===== src/sv/lcg_ksd_pkg.sv =====
// ----------------------------------------------------------------------------
// lcg_ksd_pkg
// Shared types and constants of the LCG keystream decryptor: key width,
// jump-ahead depth, item and status codes, register map and operand bundles.
// ----------------------------------------------------------------------------
package lcg_ksd_pkg;

  // key width and number of count bits honored by a jump
  localparam int KEY_W      = 32;
  localparam int JUMP_STEPS = 30;
  localparam int CNT_W      = JUMP_STEPS;
  localparam int BIT_W      = (JUMP_STEPS > 1) ? $clog2(JUMP_STEPS) : 1;

  // position and byte widths
  localparam int POS_W  = 32;
  localparam int BYTE_W = 8;

  // configuration port
  localparam int APB_AW      = 3;
  localparam int APB_DW      = 32;
  localparam int REG_IDX_BIT = 2;

  localparam logic REG_KEY_MULT = 1'b0;
  localparam logic REG_KEY_INC  = 1'b1;

  localparam logic [APB_DW-1:0] KEY_MULT_RST = 32'h0000_0007;
  localparam logic [APB_DW-1:0] KEY_INC_RST  = 32'h0000_0003;

  // item kinds
  typedef enum logic [1:0] {
    KIND_OPEN = 2'd0,
    KIND_SEEK = 2'd1,
    KIND_DATA = 2'd2
  } kind_e;

  // result status codes
  typedef enum logic [1:0] {
    ST_OK           = 2'd0,
    ST_SEEK_REFUSED = 2'd1,
    ST_PAST_END     = 2'd2
  } status_e;

  // configured lcg terms
  typedef struct packed {
    logic [APB_DW-1:0] mult;
    logic [APB_DW-1:0] inc;
  } cfg_t;

  // operands of the shared multiply-add: x * y + z
  typedef struct packed {
    logic [KEY_W-1:0] x;
    logic [KEY_W-1:0] y;
    logic [KEY_W-1:0] z;
  } muladd_op_t;

endpackage


===== src/sv/lcg_ksd_apb_regs.sv =====
// ----------------------------------------------------------------------------
// lcg_ksd_apb_regs
// APB-style register file holding the LCG multiplier and increment.
// ----------------------------------------------------------------------------
module lcg_ksd_apb_regs
  import lcg_ksd_pkg::*;
(
  input  logic              clk_i,
  input  logic              rst_ni,
  input  logic              psel,
  input  logic              penable,
  input  logic              pwrite,
  input  logic [APB_AW-1:0] paddr,
  input  logic [APB_DW-1:0] pwdata,
  output logic [APB_DW-1:0] prdata,
  output logic              pready,
  output cfg_t              cfg_o
);

  logic [APB_DW-1:0] mult_q;
  logic [APB_DW-1:0] inc_q;
  logic              wr_en;
  logic              reg_idx;

  assign pready  = 1'b1;
  assign wr_en   = psel && penable && pwrite;
  assign reg_idx = paddr[REG_IDX_BIT];

  // register write on the access phase
  always_ff @(posedge clk_i or negedge rst_ni) begin
    if (!rst_ni) begin
      mult_q <= KEY_MULT_RST;
      inc_q  <= KEY_INC_RST;
    end else if (wr_en) begin
      unique case (reg_idx)
        REG_KEY_MULT: mult_q <= pwdata;
        REG_KEY_INC:  inc_q  <= pwdata;
        default: ;
      endcase
    end
  end

  // read mux
  always_comb begin
    unique case (reg_idx)
      REG_KEY_MULT: prdata = mult_q;
      REG_KEY_INC:  prdata = inc_q;
      default:      prdata = '0;
    endcase
  end

  assign cfg_o.mult = mult_q;
  assign cfg_o.inc  = inc_q;

endmodule


===== src/sv/lcg_ksd_muladd.sv =====
// ----------------------------------------------------------------------------
// lcg_ksd_muladd
// Shared multiply-add unit, x * y + z modulo 2^KEY_W, used for the key step
// and for every term of the jump-ahead recurrence.
// ----------------------------------------------------------------------------
module lcg_ksd_muladd
  import lcg_ksd_pkg::*;
(
  input  muladd_op_t       op_i,
  output logic [KEY_W-1:0] res_o
);

  logic [KEY_W-1:0] prod;

  // low half of the product, then the additive term
  assign prod  = KEY_W'(op_i.x * op_i.y);
  assign res_o = prod + op_i.z;

endmodule


===== src/sv/lcg_keystream_seekable_decrypt_top.sv =====
// ----------------------------------------------------------------------------
// lcg_keystream_seekable_decrypt_top
// Byte-wise LCG keystream decryptor for one archive entry, with jump-ahead
// seeking over a shared multiply-add unit.
// ----------------------------------------------------------------------------
// Usage: one request enters on in_valid_i/in_ready_o: an open (start key and
// entry size), a seek (target position) or a data byte. Each request yields
// exactly one result on out_valid_o/out_ready_i: plain byte, status and the
// position after the request. Multiplier and increment are set over the APB
// port; the user must do it while the block is idle, which is not enforced.
// Flow: open, data and seeks that need no key jump produce their result
// in the cycle after acceptance, so these requests stream at one per cycle
// while the result channel is not stalled. The dword-boundary key step of a
// data byte shares the same cycle. A seek that crosses n dword boundaries
// iterates the jump recurrence on the single multiply-add unit: per count
// bit a key step if the bit is set, then an additive-term step and a
// multiplier-square step, the highest set bit taking only the key step;
// in_ready_o is low meanwhile.
// Reset: key, start key, position and size clear to zero; the multiplier
// resets to 7 and the increment to 3.
// Stall: the result waits in the output register; a new request is taken
// in the cycle the old result is taken, never earlier.
// ----------------------------------------------------------------------------
module lcg_keystream_seekable_decrypt_top
  import lcg_ksd_pkg::*;
(
  input  logic              clk_i,
  input  logic              rst_ni,
  // request channel
  input  logic              in_valid_i,
  output logic              in_ready_o,
  input  logic [1:0]        kind_i,
  input  logic [31:0]       start_key_i,
  input  logic [31:0]       entry_length_i,
  input  logic [31:0]       target_position_i,
  input  logic [7:0]        cipher_byte_i,
  // result channel
  output logic              out_valid_o,
  input  logic              out_ready_i,
  output logic [7:0]        plain_byte_o,
  output logic [1:0]        status_o,
  output logic [31:0]       current_position_o,
  // configuration port
  input  logic              psel,
  input  logic              penable,
  input  logic              pwrite,
  input  logic [APB_AW-1:0] paddr,
  input  logic [APB_DW-1:0] pwdata,
  output logic [APB_DW-1:0] prdata,
  output logic              pready
);

  typedef enum logic {
    S_IDLE,
    S_JUMP
  } state_e;

  typedef enum logic [1:0] {
    PH_KEY,
    PH_ADD,
    PH_MUL
  } phase_e;

  cfg_t             cfg;
  muladd_op_t       mul_op;
  logic [KEY_W-1:0] mul_res;

  state_e           state_q;
  phase_e           phase_q;
  logic [KEY_W-1:0] key_q;
  logic [KEY_W-1:0] init_key_q;
  logic [POS_W-1:0] pos_q;
  logic [POS_W-1:0] entry_q;
  logic [KEY_W-1:0] jm_q;
  logic [KEY_W-1:0] ja_q;
  logic [CNT_W-1:0] cnt_q;
  logic [BIT_W-1:0] jbit_q;

  logic              out_valid_q;
  logic [BYTE_W-1:0] plain_q;
  status_e           status_q;
  logic [POS_W-1:0]  out_pos_q;

  logic              acc;
  logic              slot_free;
  logic              seek_back;
  logic [POS_W-1:0]  base_pos;
  logic [POS_W-3:0]  dw_diff;
  logic [CNT_W-1:0]  jump_cnt;
  logic [CNT_W-1:0]  cnt_shift;
  logic              last_bit;
  logic [POS_W-1:0]  pos_inc;
  logic [31:0]       key_lanes;
  logic [BYTE_W-1:0] key_byte;

  // configuration registers
  lcg_ksd_apb_regs u_regs (
    .clk_i   (clk_i),
    .rst_ni  (rst_ni),
    .psel    (psel),
    .penable (penable),
    .pwrite  (pwrite),
    .paddr   (paddr),
    .pwdata  (pwdata),
    .prdata  (prdata),
    .pready  (pready),
    .cfg_o   (cfg)
  );

  // shared multiply-add
  lcg_ksd_muladd u_muladd (
    .op_i  (mul_op),
    .res_o (mul_res)
  );

  // handshake
  assign slot_free  = !out_valid_q || out_ready_i;
  assign in_ready_o = (state_q == S_IDLE) && slot_free;
  assign acc        = in_valid_i && in_ready_o;

  // seek distance in dwords, from the start when going backwards
  assign seek_back = target_position_i < pos_q;
  assign base_pos  = seek_back ? '0 : pos_q;
  assign dw_diff   = target_position_i[POS_W-1:2] - base_pos[POS_W-1:2];
  assign jump_cnt  = CNT_W'(dw_diff);
  assign cnt_shift = cnt_q >> 1;
  assign last_bit  = jbit_q == BIT_W'(JUMP_STEPS - 1);

  // key lane of the current byte
  assign pos_inc   = pos_q + POS_W'(1);
  assign key_lanes = 32'(key_q);
  assign key_byte  = BYTE_W'(key_lanes >> {pos_q[1:0], 3'b000});

  // operand select for the shared unit
  always_comb begin
    mul_op.x = key_q;
    mul_op.y = KEY_W'(cfg.mult);
    mul_op.z = KEY_W'(cfg.inc);
    if (state_q == S_JUMP) begin
      unique case (phase_q)
        PH_KEY: begin
          mul_op.x = key_q;
          mul_op.y = jm_q;
          mul_op.z = ja_q;
        end
        PH_ADD: begin
          mul_op.x = ja_q;
          mul_op.y = jm_q + KEY_W'(1);
          mul_op.z = '0;
        end
        PH_MUL: begin
          mul_op.x = jm_q;
          mul_op.y = jm_q;
          mul_op.z = '0;
        end
        default: ;
      endcase
    end
  end

  // sequencer, entry state and result register
  always_ff @(posedge clk_i or negedge rst_ni) begin
    if (!rst_ni) begin
      state_q     <= S_IDLE;
      phase_q     <= PH_KEY;
      key_q       <= '0;
      init_key_q  <= '0;
      pos_q       <= '0;
      entry_q     <= '0;
      out_valid_q <= 1'b0;
      plain_q     <= '0;
      status_q    <= ST_OK;
      out_pos_q   <= '0;
      jm_q        <= '0;
      ja_q        <= '0;
      cnt_q       <= '0;
      jbit_q      <= '0;
    end else begin
      if (out_valid_q && out_ready_i) begin
        out_valid_q <= 1'b0;
      end
      unique case (state_q)
        S_IDLE: begin
          if (acc) begin
            out_valid_q <= 1'b1;
            plain_q     <= '0;
            status_q    <= ST_OK;
            out_pos_q   <= pos_q;
            unique case (kind_i)
              // open entry
              KIND_OPEN: begin
                key_q      <= KEY_W'(start_key_i);
                init_key_q <= KEY_W'(start_key_i);
                entry_q    <= entry_length_i;
                pos_q      <= '0;
                out_pos_q  <= '0;
              end
              // seek, possibly with a key jump
              KIND_SEEK: begin
                if (target_position_i != pos_q) begin
                  if (target_position_i >= entry_q) begin
                    status_q <= ST_SEEK_REFUSED;
                  end else begin
                    pos_q     <= target_position_i;
                    out_pos_q <= target_position_i;
                    if (seek_back) begin
                      key_q <= init_key_q;
                    end
                    jm_q   <= KEY_W'(cfg.mult);
                    ja_q   <= KEY_W'(cfg.inc);
                    cnt_q  <= jump_cnt;
                    jbit_q <= '0;
                    if (jump_cnt != '0) begin
                      out_valid_q <= 1'b0;
                      state_q     <= S_JUMP;
                      phase_q     <= jump_cnt[0] ? PH_KEY : PH_ADD;
                    end
                  end
                end
              end
              // data byte
              KIND_DATA: begin
                if (pos_q >= entry_q) begin
                  status_q <= ST_PAST_END;
                end else begin
                  plain_q   <= cipher_byte_i ^ key_byte;
                  pos_q     <= pos_inc;
                  out_pos_q <= pos_inc;
                  if (pos_inc[1:0] == 2'b00) begin
                    key_q <= mul_res;
                  end
                end
              end
              default: ;
            endcase
          end
        end
        S_JUMP: begin
          unique case (phase_q)
            // apply the term of this count bit to the key
            PH_KEY: begin
              key_q <= mul_res;
              if (last_bit || cnt_shift == '0) begin
                state_q     <= S_IDLE;
                out_valid_q <= 1'b1;
              end else begin
                phase_q <= PH_ADD;
              end
            end
            // additive term for the next bit
            PH_ADD: begin
              ja_q    <= mul_res;
              phase_q <= PH_MUL;
            end
            // square the multiplier and move to the next bit
            PH_MUL: begin
              jm_q   <= mul_res;
              cnt_q  <= cnt_shift;
              jbit_q <= jbit_q + BIT_W'(1);
              if (last_bit || cnt_shift == '0) begin
                state_q     <= S_IDLE;
                out_valid_q <= 1'b1;
              end else begin
                phase_q <= cnt_shift[0] ? PH_KEY : PH_ADD;
              end
            end
            default: begin
              state_q     <= S_IDLE;
              out_valid_q <= 1'b1;
            end
          endcase
        end
        default: state_q <= S_IDLE;
      endcase
    end
  end

  assign out_valid_o        = out_valid_q;
  assign plain_byte_o       = plain_q;
  assign status_o           = status_q;
  assign current_position_o = out_pos_q;

  // no request is taken while a jump is running
  a_busy_no_ready: assert property (@(posedge clk_i) disable iff (!rst_ni)
    state_q == S_JUMP |-> !in_ready_o)
    else $error("request accepted during key jump");

  // a jump only runs toward a position inside the entry
  a_jump_in_entry: assert property (@(posedge clk_i) disable iff (!rst_ni)
    state_q == S_JUMP |-> pos_q < entry_q)
    else $error("jump target outside entry");

  // a data byte inside the entry advances the position by one
  a_data_advance: assert property (@(posedge clk_i) disable iff (!rst_ni)
    acc && kind_i == KIND_DATA && pos_q < entry_q |=> pos_q == $past(pos_q) + 32'd1)
    else $error("data byte did not advance position");

  // requests other than seeks answer in the next cycle
  a_fast_result: assert property (@(posedge clk_i) disable iff (!rst_ni)
    acc && kind_i != KIND_SEEK |=> out_valid_o && state_q == S_IDLE)
    else $error("missing result after request");

endmodule


===== config.mk =====
export PLATFORM = sky130hd
export DESIGN_NAME = lcg_keystream_seekable_decrypt_top
export DESIGN_NICKNAME = d
export VERILOG_FILES = /design/src/sv/lcg_ksd_pkg.sv /design/src/sv/lcg_ksd_apb_regs.sv /design/src/sv/lcg_ksd_muladd.sv /design/src/sv/lcg_keystream_seekable_decrypt_top.sv
export SDC_FILE = /design/constraint.sdc
export NUM_CORES = 2
export LEC_CHECK = 0
export BUFFER_PORTS_ARGS = -buffer_cell sky130_fd_sc_hd__buf_4
export CORE_AREA = 2 2 352 354
export DETAILED_ROUTE_END_ITERATION = 7
export DIE_AREA = 0 0 354 356
export PLACE_DENSITY = 0.56
export SKIP_LAST_GASP = 1
export SYNTH_ARGS = -nofsm -noshare
export SYNTH_HDL_FRONTEND = slang
export SYNTH_SLANG_ARGS = --single-unit

===== constraint.sdc =====
create_clock -name clk_i -period 11.1 [get_ports clk_i]
set_clock_uncertainty 0.2 [all_clocks]
set_input_delay 2.22 -clock clk_i [delete_from_list [all_inputs] [get_ports clk_i]]
set_output_delay 2.22 -clock clk_i [all_outputs]
set_load 0.02 [all_outputs]

Word-level counts from Yosys, hierarchy flattened:

Index checks and enable logic that the tools add are counted.

* latch bits: 0
* output and inout bits: 77
* memories kept: 0
* bits in read-only memories: 0
* RAM bits: 0
* flip-flop bits (word level): 305

* mux-type cells: 75
* $lt $le $gt $ge: 3
* reduce and logical (&&, ||, !) cells: 24
* equality and inequality tests: 26
* div/mod/pow operators: 0
* bitwise gates (word level): 3
* shifts and indexed selects: 1
* add/subtract/negate cells: 5
* multiply operators: 1

Operators by type and width (number)
* $mux W32: 21
* $pmux W96 S3: 1
* $pmux W32 S2: 4
* $pmux W32 S3: 2
* $mux W30: 5
* $mux W96: 1
* $add A32 B1 Y32 const B: 2
* $ge A32 B32 Y1: 2
* $pmux W30 S2: 1
* $add A32 B32 Y32: 1
* $lt A32 B32 Y1: 1
* $mul A32 B32 Y32: 1
* $ne A32 B32 Y1: 1
* $shr A32 B5 Y8: 1
* $logic_not A30 Y1: 1
* $reduce_bool A30 Y1: 1
* $sub A30 B30 Y30: 1
* $mux W5: 5
* $ne A3 B3 Y1 const B: 7
* $mux W1: 17
* $mux W2: 8
* $mux W8: 2
* $reduce_and A8 Y1: 2
* $ne A2 B1 Y1 const B: 6
* 22 further kinds: 44

Longest topological paths before layout:

* depth after elaboration: 10
* mapped depth: 41

Cells and area by module:

A second synthesis with hierarchy kept.

* cells, all modules: 4135
* area total of the unflattened synthesis: 37135.6 µm²

By module, submodules not included
* lcg_keystream_seekable_decrypt_top: area an instance 17578.1 µm², seq. area each 6005.8 µm², instances 1, cells each 2100
* lcg_ksd_muladd: area an instance 16639.7 µm², seq. area each 0.0 µm², instances 1, cells each 1861
* lcg_ksd_apb_regs: area an instance 2917.8 µm², seq. area each 1607.8 µm², instances 1, cells each 174

Worst setup path after synthesis:

No wires, ideal clock.

* path type: reg2reg
* start point: register phase_q[1]
* end point: register key_q[31] (netlist: key_lanes[31])
* setup slack: 1585 ps
* arrival: 9190 ps
* cell stages (with the launch flop): 39
* clock period less this slack: 9515 ps
* buffers on the path: 7
* setup time: 125 ps
* required time: 10775 ps
* path through: dfrtp_1 buf_2 a21bo_1 buf_2 nor2_2 buf_2 buf_2 buf_2 buf_1 o21a_1 clkbuf_1 nand2_1 fa_1 inv_1 fa_1 inv_1 fa_1 inv_1 (+3 left out) inv_1 fa_1 inv_1 fa_1 fa_1 xnor2_1 xnor2_1 xnor2_1 xnor2_1 xnor3_1 xnor2_1 xnor3_1 xnor3_1 xnor3_1 xor2_1 nand2_1 o21ai_1 mux2_2

* longest elaborated chain between the ends: 10

Ends and longest elaborated chain
* start: declaration: RTL line lcg_keystream_seekable_decrypt_top.sv:69 `phase_e phase_q;`
* start signal: assignment: RTL line lcg_keystream_seekable_decrypt_top.sv:216 `phase_q <= jump_cnt[0] ? PH_KEY : PH_ADD;`
* start signal: assignment: RTL line lcg_keystream_seekable_decrypt_top.sv:264 `phase_q <= cnt_shift[0] ? PH_KEY : PH_ADD;`
* $eq A2 B2 Y1, or another cell as far along: RTL line lcg_keystream_seekable_decrypt_top.sv:140 `unique case (phase_q)`
* $pmux W96 S3: RTL line lcg_keystream_seekable_decrypt_top.sv:140
* $mux W96: RTL line lcg_keystream_seekable_decrypt_top.sv:139 `if (state_q == S_JUMP) begin`
* $mul A32 B32 Y32: RTL line lcg_ksd_muladd.sv:16 `assign prod = KEY_W'(op_i.x * op_i.y);`
* $add A32 B32 Y32: RTL line lcg_ksd_muladd.sv:17 `assign res_o = prod + op_i.z;`
* $mux W32: RTL line lcg_keystream_seekable_decrypt_top.sv:229 `if (pos_inc[1:0] == 2'b00) begin`
* $mux W32: RTL line lcg_keystream_seekable_decrypt_top.sv:223 `if (pos_q >= entry_q) begin`
* $pmux W32 S3: RTL line lcg_keystream_seekable_decrypt_top.sv:189 `unique case (kind_i)`
* $mux W32: RTL line lcg_keystream_seekable_decrypt_top.sv:184 `if (acc) begin`
* $pmux W32 S2: RTL line lcg_keystream_seekable_decrypt_top.sv:182 `unique case (state_q)`
* end signal: assignment: RTL line lcg_keystream_seekable_decrypt_top.sv:192 `key_q <= KEY_W'(start_key_i);`
* end signal: assignment: RTL line lcg_keystream_seekable_decrypt_top.sv:207 `key_q <= init_key_q;`
* end signal: assignment: RTL line lcg_keystream_seekable_decrypt_top.sv:230 `key_q <= mul_res;`
* end: declaration: RTL line lcg_keystream_seekable_decrypt_top.sv:70 `logic [KEY_W-1:0] key_q;`

Parallel ways exist; a longest one is shown, timed or not. The select of a mux whose other input is x is not followed.
A chain may end at the register's enable or synchronous reset.

Worst setup path in the final report:

* start point: register jm_q[0]
* end point: register ja_q[31]

* longest elaborated chain between the ends: 7

Ends and longest elaborated chain
* start: declaration: RTL line lcg_keystream_seekable_decrypt_top.sv:74 `logic [KEY_W-1:0] jm_q;`
* start signal: assignment: RTL line lcg_keystream_seekable_decrypt_top.sv:209 `jm_q <= KEY_W'(cfg.mult);`
* start signal: assignment: RTL line lcg_keystream_seekable_decrypt_top.sv:257 `jm_q <= mul_res;`
* $add A32 B1 Y32: RTL line lcg_keystream_seekable_decrypt_top.sv:148 `mul_op.y = jm_q + KEY_W'(1);`
* $pmux W96 S3 *: RTL line lcg_keystream_seekable_decrypt_top.sv:140
* $mux W96 *: RTL line lcg_keystream_seekable_decrypt_top.sv:139
* $mul A32 B32 Y32 *: RTL line lcg_ksd_muladd.sv:16
* $add A32 B32 Y32 *: RTL line lcg_ksd_muladd.sv:17
* $mux W32 *: RTL line lcg_keystream_seekable_decrypt_top.sv:239 `unique case (phase_q)`
* $pmux W32 S2 *: RTL line lcg_keystream_seekable_decrypt_top.sv:182
* end signal: assignment: RTL line lcg_keystream_seekable_decrypt_top.sv:210 `ja_q <= KEY_W'(cfg.inc);`
* end signal: assignment: RTL line lcg_keystream_seekable_decrypt_top.sv:252 `ja_q <= mul_res;`
* end: declaration: RTL line lcg_keystream_seekable_decrypt_top.sv:75 `logic [KEY_W-1:0] ja_q;`

Every way passes the cells marked *; elsewhere a longest branch is shown, timed or not. The select of a mux whose other input is x is not followed.

==> impl_metrics.csv <==
group,metric,value,unit
yosys,ys_dominant_reg_cell,"sky130_fd_sc_hd__dfrtp_1",
route,routed-via-count,30480,
worst_setup_path,crit_path_start,"jm_q[0]",
route,totalWireLength,135100,µm
worst_setup_path,worst_path_largest_cell_delay,0.58,ns
clocking,cts.repair.resized,0,
yosys,synth-edff-count,0,
route,routed_via_density,5.120,
timing,achievable-frequency,96.86,MHz
worst_setup_path,setup.worst_path.start_class,"flip-flop",
timing,relSlewSlack,0.2056,
floorplan,die_width,354,µm
placement,gpl.final_weighted_congestion,0.9414,
min_path,min-delay-start,"plain_byte_o[5]",
clocking,cts.repair_timing.setup_buffer_count,0,
clocking,path_clk_slew,0.06,ns
timing,timing_worst_slew_pin_value,1.189,ns
timing,finalHoldViolCount,0,
layout,drive_above_1_share,0.1446,
worst_setup_path,critPathKind,"flip-flop to flip-flop",
grt,grt_pass1_wl,202500,µm
timing,period_minus_slack,10.32,ns
worst_setup_path,master_of_the_slowest_instance_on_the_critical_path,"sky130_fd_sc_hd__or3_1",
clocking,clk_root_buffer_cell,"sky130_fd_sc_hd__clkbuf_16",
yosys,synth_compound_area_frac,0.1266,
floorplan,num_rows,129,
route,detail-route-antenna-nets,0,
worst_setup_path,regToRegSetupSlack,0.78,ns
yosys,synth_area_in_adders,0.3297,
yosys,synth_sequential_area_ratio,0.2091,
yosys,yosysUniqueCellTypes,87,
yosys,synth_top_cells_by_count,"sky130_fd_sc_hd__nand2_1, sky130_fd_sc_hd__inv_1, sky130_fd_sc_hd__fa_1, sky130_fd_sc_hd__nor2_1, sky130_fd_sc_hd__dfrtp_1",
timing,rsz0062_at_grt,"false",
worst_setup_path,crit-reg2reg-launch,"jm_q[0]",
worst_setup_path,endpoint,"ja_q[31]",
floorplan,starting_density_of_the_core,0.2968,
grt,global_route.overflow_total,0,
outcome,status,"completed",
timing,setup_violations,0,
clocking,cts_made_buffers,41,
layout,syn2layout_area_growth,14.60,%
clocking,ctsHtreeMaxLevel,2,
worst_setup_path,required,11.41,ns
min_path,hold_path_class,"flip-flop to flip-flop",
yosys,synth_area_leaders,"sky130_fd_sc_hd__fa_1, sky130_fd_sc_hd__dfrtp_1, sky130_fd_sc_hd__ha_1, sky130_fd_sc_hd__nand2_1, sky130_fd_sc_hd__inv_1",
yosys,mappedNetlistNets,4958,
floorplan,core_region_area,122700,µm²
grt,grt_antenna_before_repair,15,
yosys,synthesis.instances,4114,
placement,worst_slack_after_detailed_placement,0.8782,ns
clocking,post_cts_hold_buffer_count,0,
grt,grt_pass1_vias,31220,
yosys,synth_warnings,0,
clocking,cts-root-to-sink-buffers,3,
yosys,postSynth.asyncResetShare,1.000,
floorplan,floorplan.die.height,356,µm
yosys,synthMostInstantiatedCell,"sky130_fd_sc_hd__nand2_1",
worst_setup_path,crit_top_cell,"sky130_fd_sc_hd__fa_1",
timing,finalMaxSlewViolations,0,
layout,area_of_all_placed_cells_without_fillers,41720,µm²
yosys,fraction_of_synthesized_area_in_multiplexers,0.06090,
worst_setup_path,crit_path_max_fanout,12,
route,routedWlPerCell,22.69,µm
grt,total_routing_resource_utilization_after_global_routing,0.2132,
yosys,combinational_family_with_the_most_area_after_synthesis,"adder cells",
yosys,synth_xor_area_frac,0.04066,
timing,layout_setup_ws,0.7754,ns
layout,final_net_count,5128,
worst_setup_path,worst_r2r_endpoint,"ja_q[31]",
yosys,number_of_flip_flops_and_latches_in_the_synthesized_netlist,304,
yosys,synthesis.area_per_instance,8.849,µm²
worst_setup_path,critPathCaptureType,"flip-flop",
route,post-route-drc-count,0,
floorplan,fp.dieArea,126000,µm²
floorplan,ioPinCount,225,
worst_setup_path,r2r_cells,33,
clocking,clock_sinks,304,
yosys,mappedNetlistArea,36410,µm²
yosys,simple_logic_cell_fraction_of_the_synthesized_area,0.1563,
grt,grt_max_degree,161,
placement,hpwl,107300,µm
yosys,library_cell_with_the_largest_summed_area_after_synthesis,"sky130_fd_sc_hd__fa_1",
timing,final_period_utilization,0.9301,
placement,detailed_place.area,40250,µm²
clocking,cts_tree,"yes",
route,detailedRoute.firstPassIterationCount,6,
run,timing.max_cap.violations,0,
clocking,clk-insertion-delay-late,0.62,ns
timing,setup_total_negative_slack,0,ns
yosys,yosysTopAreaCellShare,0.2414,
worst_setup_path,worst-endpoint-arrival,10.64,ns
route,drt_first_iter_violations,2549,
placement,portBuffers,221,
[critical path, delay by kind of cell (launching register included)]
family          cells  cell delay [ns]
fa+ha+maj           9             4.10
xor+xnor           10             2.70
simple gates        5             1.72
compound gates      3             0.60
flops               1             0.54
buf+inv             6             0.35
[through the flow]
| stage | cells | utilization | hold slack, ns |
|---|---|---|---|
| 6_report | 5953 | 0.3401 | 0.2914 |
| 5_1_grt | 5952 | 0.3401 | 0.3116 |
| 4_1_cts | 5952 | 0.3401 | 0.2916 |
| 3_5_place_dp | 5878 | 0.3281 | 0.2715 |
| 3_3_place_gp | 5878 | 0.3281 | 0.2660 |
| 2_1_floorplan | 4114 | - | 0.2668 |
[layout by cell type, fill, tap and decap left out, drive strengths merged, types with 42 or more instances in the layout]
| master | count |
|---|---|
| and2 | 45 |
| clkbuf | 55 |
| a21o | 82 |
| mux2 | 164 |
| buf | 333 |
| o22ai | 42 |
| nand4 | 44 |
| fa | 439 |
| nor3 | 44 |
| dfrtp | 299 |
| nor2 | 385 |
| nand2 | 577 |
| a21oi | 201 |
| inv | 521 |
| o21ai | 223 |
| ha | 257 |
| xnor2 | 99 |
[how the worst min path moves through the flow]
stage	cells after the start	end
finish	2	plain_byte_o[5]
global route	2	plain_byte_o[2]
global placement	2	status_o[0]
CTS	2	status_o[0]
detailed placement	2	status_o[0]
floorplan	2	key_lanes[22]
[state kept, by name (all words and copies together), names as in the netlist, 5 cells and up]
signal              count
cnt_q                  29
current_position_o     32
entry_q                32
init_key_q             32
ja_q                   32
jbit_q                  5
jm_q                   32
key_lanes              32
plain_byte_o            8
u_regs.inc_q           32
u_regs.mult_q          32
[logic make-up (layout without fill, tap and decap cells)]
logic type,count (synthesis),in the layout
buffers and inverters,727,928
other,1,2
muxes,191,191
and+or+nand+nor,1291,1291
AOI/OAI and AO/OA,754,754
adders and majority gates,696,696
xor gates and xnor gates,150,150
DFF,304,304
[cell type report]
cell class                      count  area, µm²
Antenna cell                        1      2.502
Clock buffer                       55       1181
Clock inverter                     19      289.0
Fill cell                       12950      80950
Inverter                          521       1956
Multi-Input combinational cell   3083      26110
Sequential cell                   304       7617
Tap cell                         1637       2048
Timing Repair Buffer              333       2520
[metal layers]
layer  wire length [µm]  vias up  GRT usage
met5                218        -          0
met4               4573       26    0.06754
met3              10510      237    0.04297
met2              62070     1136     0.3470
met1              57720    15250     0.2842
li1                   -    13830          -
Power is not shown: default switching activity piles up to over one toggle a cycle in this logic, so the estimate is an artifact.
